### config.mk
export PLATFORM = sky130hd
export DESIGN_NAME = smf_cell
export DESIGN_NICKNAME = d
export VERILOG_FILES = /design/src/hw/rtl/sliding_median_filter_3axis_macros.svh /design/src/hw/rtl/smf_pkg.sv /design/src/hw/rtl/smf_cell.sv
export SDC_FILE = /design/constraint.sdc
export NUM_CORES = 1
export LEC_CHECK = 0
export ABC_CLOCK_PERIOD_IN_PS = 2700
export BUFFER_PORTS_ARGS = -buffer_cell sky130_fd_sc_hd__buf_2
export CAP_MARGIN = 20
export CORE_MARGIN = 4
export CORE_UTILIZATION = 25
export DETAILED_ROUTE_END_ITERATION = 10
export PLACE_DENSITY = 0.58
export SETUP_SLACK_MARGIN = 0.5
export SLEW_MARGIN = 10
export SYNTH_ARGS = -nofsm -noshare
export SYNTH_HDL_FRONTEND = slang
export SYNTH_SLANG_ARGS = --single-unit
### constraint.sdc
create_clock -name clk -period 2.7 [get_ports clk]
set_input_delay 0.135 -clock clk [delete_from_list [all_inputs] [get_ports clk]]
set_output_delay 0.135 -clock clk [all_outputs]
set_load 0.01 [all_outputs]
### src/hw/rtl/sliding_median_filter_3axis_macros.svh
// Assertion helpers shared by the RTL; every check is clocked on clk
// and held off while rst_n is low.
`ifndef SLIDING_MEDIAN_FILTER_3AXIS_MACROS_SVH
`define SLIDING_MEDIAN_FILTER_3AXIS_MACROS_SVH

// Same-cycle implication.
`define SMF_ASSERT_IMP(label, ante, cons) \
  label: assert property (@(posedge clk) disable iff (!rst_n) (ante) |-> (cons)) \
    else $error("smf same-cycle check failed");

// Next-cycle implication.
`define SMF_ASSERT_NXT(label, ante, cons) \
  label: assert property (@(posedge clk) disable iff (!rst_n) (ante) |=> (cons)) \
    else $error("smf next-cycle check failed");

`endif

### src/hw/rtl/smf_pkg.sv
`default_nettype none

package smf_pkg;

  localparam int AXES        = 3;
  localparam int CFG_DATA_W  = 32;
  localparam int CFG_ADDR_W  = 3;
  localparam int WIN_SIZE_W  = 6;

  localparam logic [WIN_SIZE_W-1:0] WIN_SIZE_RESET = 6'd5;

  // Register index taken from paddr above the byte offset
  localparam logic [0:0] REG_WINDOW_SIZE = 1'b0;

  // Control broadcast from the sequencer to every cell
  typedef struct packed {
    logic shift;   // take the neighbor's history sample
    logic load;    // copy history into the ring, clear rank counters
    logic count;   // compare against the passing ring value, then rotate
    logic mark;    // replace ring valid bits with the median hit flags
    logic rotate;  // rotate the ring toward cell 0
  } cell_ctl_t;

endpackage

`default_nettype wire

### src/hw/rtl/smf_cell.sv
`default_nettype none

module smf_cell #(
  parameter int SAMPLE_BITS = 16,
  parameter int CNT_W       = 6,
  parameter int CELL_IDX    = 0
) (
  input  wire                          clk,
  input  wire                          rst_n,
  input  smf_pkg::cell_ctl_t           ctl,
  input  wire logic [CNT_W-1:0]        win_w,
  input  wire logic [CNT_W-1:0]        rank,
  input  wire logic signed [SAMPLE_BITS-1:0] hist_in,
  input  wire logic signed [SAMPLE_BITS-1:0] circ_in,
  input  wire logic                    circ_v_in,
  output logic signed [SAMPLE_BITS-1:0] hist_out,
  output logic signed [SAMPLE_BITS-1:0] circ_out,
  output logic                         circ_v_out
);
  import smf_pkg::*;

  logic signed [SAMPLE_BITS-1:0] hist_r;
  logic signed [SAMPLE_BITS-1:0] circ_r;
  logic                          circ_v_r;
  logic [CNT_W-1:0]              below_r, below_nxt;
  logic [CNT_W-1:0]              nab_r, nab_nxt;
  logic                          own_en;
  logic                          hit;

  // Cell takes part only when it lies inside the current window
  assign own_en = CNT_W'(CELL_IDX) < win_w;
  assign hit    = own_en && (below_r <= rank) && (rank < nab_r);

  always_comb begin
    below_nxt = below_r + CNT_W'(circ_r < hist_r);
    nab_nxt   = nab_r + CNT_W'(circ_r <= hist_r);
  end

  always_ff @(posedge clk) begin
    if (!rst_n) begin
      hist_r   <= '0;
      circ_v_r <= 1'b0;
    end else begin
      if (ctl.shift) begin
        hist_r <= hist_in;
      end
      priority if (ctl.load) begin
        circ_v_r <= own_en;
      end else if (ctl.mark) begin
        circ_v_r <= hit;
      end else if (ctl.count || ctl.rotate) begin
        circ_v_r <= circ_v_in;
      end else begin
        circ_v_r <= circ_v_r;
      end
    end
  end

  always_ff @(posedge clk) begin
    if (ctl.load) begin
      circ_r  <= hist_r;
      below_r <= '0;
      nab_r   <= '0;
    end else begin
      if (ctl.count || ctl.rotate) begin
        circ_r <= circ_in;
      end
      if (ctl.count && circ_v_r) begin
        below_r <= below_nxt;
        nab_r   <= nab_nxt;
      end
    end
  end

  assign hist_out   = hist_r;
  assign circ_out   = circ_r;
  assign circ_v_out = circ_v_r;

endmodule

`default_nettype wire

==> metrics <==
status completed; worst setup path startpoint circ_out[5]$_DFFE_PP_; final antenna-violating net count 0; fill count 1034; initial antenna violation count 0; WHS about 0.057 ns; post-synthesis cell type count 35; # setup viols final 0; PD cells approximately 460 nW/µm²; total congestion overflow 0; CORE AREA about 10000 µm²; critical setup path kind flop to flop; fin crit share 0.960; sequential fraction of design power 0.481; die width between 100 and 150 µm; Lkg Pwr 1.57 nW; Primary FF master, synth dfxtp_1; vias per cell about 4.3; max-cap violations 0; Placed Area around 3200 µm²; Hold Crit Class primary input to flop; Hold Violations, Final 0; Net count, final 429; H-tree depth 2; Synth Register Bits 45; top cells by count, synth 31 x ha_1, 29 x dfxtp_1, 29 x inv_1, 29 x nor2_1, 22 x nand2_1; total wire length 6520 µm; combinational share of power 0.242; Clock Latency Late Sink roughly 0.3 ns; FF-to-FF Start circ_out[5]$_DFFE_PP_; DRC 0; HP Start hist_in[1]; buffers added on ports 84; FF-to-FF setup slack around 0.11 ns; via count slightly above 2000; FMAX roughly 390 MHz; Max-slew headroom 0.569; Max IR drop VDD ~0.00022 V; CP Max Fanout 2; crit start category flop; cell count after synthesis around 260; antenna diode count 0; fraction of layout cells with a size suffix above 1 0.478; Worst EP arrival 2.76 ns; Die Y 109 µm; Root Driver clkbuf_8; unrepaired setup endpoints after global routing yes; Initial Util 0.258; Post-synth EDFFs 16; Synthesized Nets ~340; drt wl/cell 13.6 µm; post-synthesis sequential area ratio 0.419; 1st-iter DRT viols 34; Slew Limit Fails 0; Total Routing Usage GR 0.110; asr flop ratio synth 0; largest area contributor in the netlist dfxtp_1; clock-pin slew on the worst setup and hold paths ~0.10 ns; Sw Share 0.291; Cell Rows 36; CTS buffer count 5; Synth Cell Area between 2000 and 3000 µm²; largest net degree at the start of global routing 27; reg2reg path depth 12; Critical Path Sink Type flop; Switch Pwr about 0.00047 W; crit path to below_r[5]$_SDFFE_PP0P_; Clk pwr share 0.278; number of detailed-route iterations in the first pass 4; Crit Reg-Reg Endpoint below_r[5]$_SDFFE_PP0P_; vias in the first global route about 2100; top-area cell type share of the netlist area 0.229; skew final ~0.015 ns; Area growth syn-to-layout 38.3%; P_int 0.00116 W; Setup TNS 0 ns; die area between 10000 and 15000 µm²; syn avg cell area between 9 and 10 µm²; Yosys Warn Count 0; first-pass GRT wire length 10100 µm; crit path time final roughly 2.6 ns; Finished Core Util 0.357; worst slew pin tran about 0.64 ns; CTS tree built; critical path data required time 2.87 ns; Placer Congestion ~0.81; top-count cell post-synth ha_1; CTS Sinks 45; clock buffer depth 2; Final HPWL DP 4850 µm; post-route cell area around 3500 µm²; Top Ports 85; Synth area leaders dfxtp_1 23%, edfxtp_1 19%, ha_1 15%, mux2i_1 7.1%, mux2_2 7.1%
-- area by class of cell --
cell class,count,area [µm²],share of cell area
Tap cell,133,166,0.0475
Timing Repair Buffer,91,473,0.135
Clock buffer,7,86.3,0.0246
Clock inverter,1,6.26,0.00179
Inverter,30,113,0.0321
Multi-Input combinational cell,173,1580,0.452
Sequential cell,45,1080,0.307
-- cell usage in the layout, fill, tap and decap left out, types with 2 or more instances in the layout --
master	synthesis	final
mux2i_1	18	17
buf_2	1	84
nand2_1	22	13
a21oi_2	0	6
a21o_1	4	4
dfxtp_1	29	17
edfxtp_1	16	16
dfxtp_2	0	12
a21oi_1	15	9
nand2_2	0	8
inv_1	29	29
xor2_1	3	3
nand3b_1	2	2
buf_4	0	7
nand3_2	0	2
o21ai_0	3	2
nor3_1	3	2
nand4_1	4	4
ha_4	0	11
mux2_2	16	16
nor2_1	29	28
nor3_2	1	2
xnor2_1	5	4
ha_1	31	19
clkbuf_8	0	6
-- per-layer routing --
| layer | track usage | vias up | share of wire |
|---|---|---|---|
| met5 | 0 | - | 0 |
| met4 | 0.0388 | 0 | 0.021 |
| met3 | 0.0255 | 10 | 0.053 |
| met2 | 0.191 | 52 | 0.49 |
| met1 | 0.133 | 954 | 0.44 |
| li1 | - | 1061 | - |
-- sequential cells by signal (all words and copies together) (netlist names) --
name,cells
circ_v_out,1
below_r,6
hist_out,16
nab_r,6
circ_out,16
-- logic make-up (layout without fill, tap and decap cells) --
kind of cell,count (synthesis),in the layout,share of synthesized area
simple gates,72,72,0.130
flops,45,45,0.419
buf+inv,37,129,0.0553
mux,35,35,0.148
fa+ha+maj,31,31,0.153
compound gates,27,27,0.0662
xor+xnor,8,8,0.0277
-- how the worst min path moves through the flow --
| stage | to | slack, ns | depth (start not counted) |
|---|---|---|---|
| final | hist_out[1]$_SDFFE_PN0P_ | 0.06 | 3 |
| after global routing | hist_out[1]$_SDFFE_PN0P_ | 0.06 | 3 |
| after CTS | hist_out[4]$_SDFFE_PN0P_ | 0.05 | 3 |
| after detailed placement | hist_out[7]$_SDFFE_PN0P_ | 0.38 | 3 |
| after global placement | hist_out[5]$_SDFFE_PN0P_ | 0.37 | 3 |
| after floorplan | hist_out[11]$_SDFFE_PN0P_ | 0.28 | 2 |
-- per-stage QoR --
stage | worst slack [ns] | instances | total power [W]
detailed placement | 0.0959 | 467 | 0.00114
floorplan | 0.258 | 255 | 0.00100
global placement | 0.123 | 467 | 0.00113
CTS | 0.146 | 479 | 0.00163
finish | 0.109 | 480 | 0.00163
global route | -0.0585 | 480 | 0.00173
-- power by group through the flow --
stage / combinational (W) / sequential [W] / clock, W
CTS: 0.000382 / 0.000782 / 0.000466
global route: 0.000444 / 0.000790 / 0.000493
floorplan: 0.000193 / 0.000811 / 0
global placement: 0.000339 / 0.000795 / 0
finish: 0.000393 / 0.000783 / 0.000452
detailed placement: 0.000343 / 0.000797 / 0
-- repair_timing --
item	in CTS	in global routing
buffers inserted	4	1
gates resized for setup	17	15
hold buffers	0	0
endpoints found under the setup margin	12	12
pin swaps	11	9
-- worst max-delay path, stage by stage, from the launching register on --
cell and delay, ns:
edfxtp_1 0.44, ha_4 0.25, a21oi_2 0.13, o21ai_2 0.08, a2111oi_2 0.34, a21bo_2 0.29, mux2i_2 0.18, ha_2 0.23
nand3_2 0.10, nor2_4 0.12, nand3_2 0.09, xor2_1 0.15, nor2_1 0.05
Power figures use the tool's default switching activity.
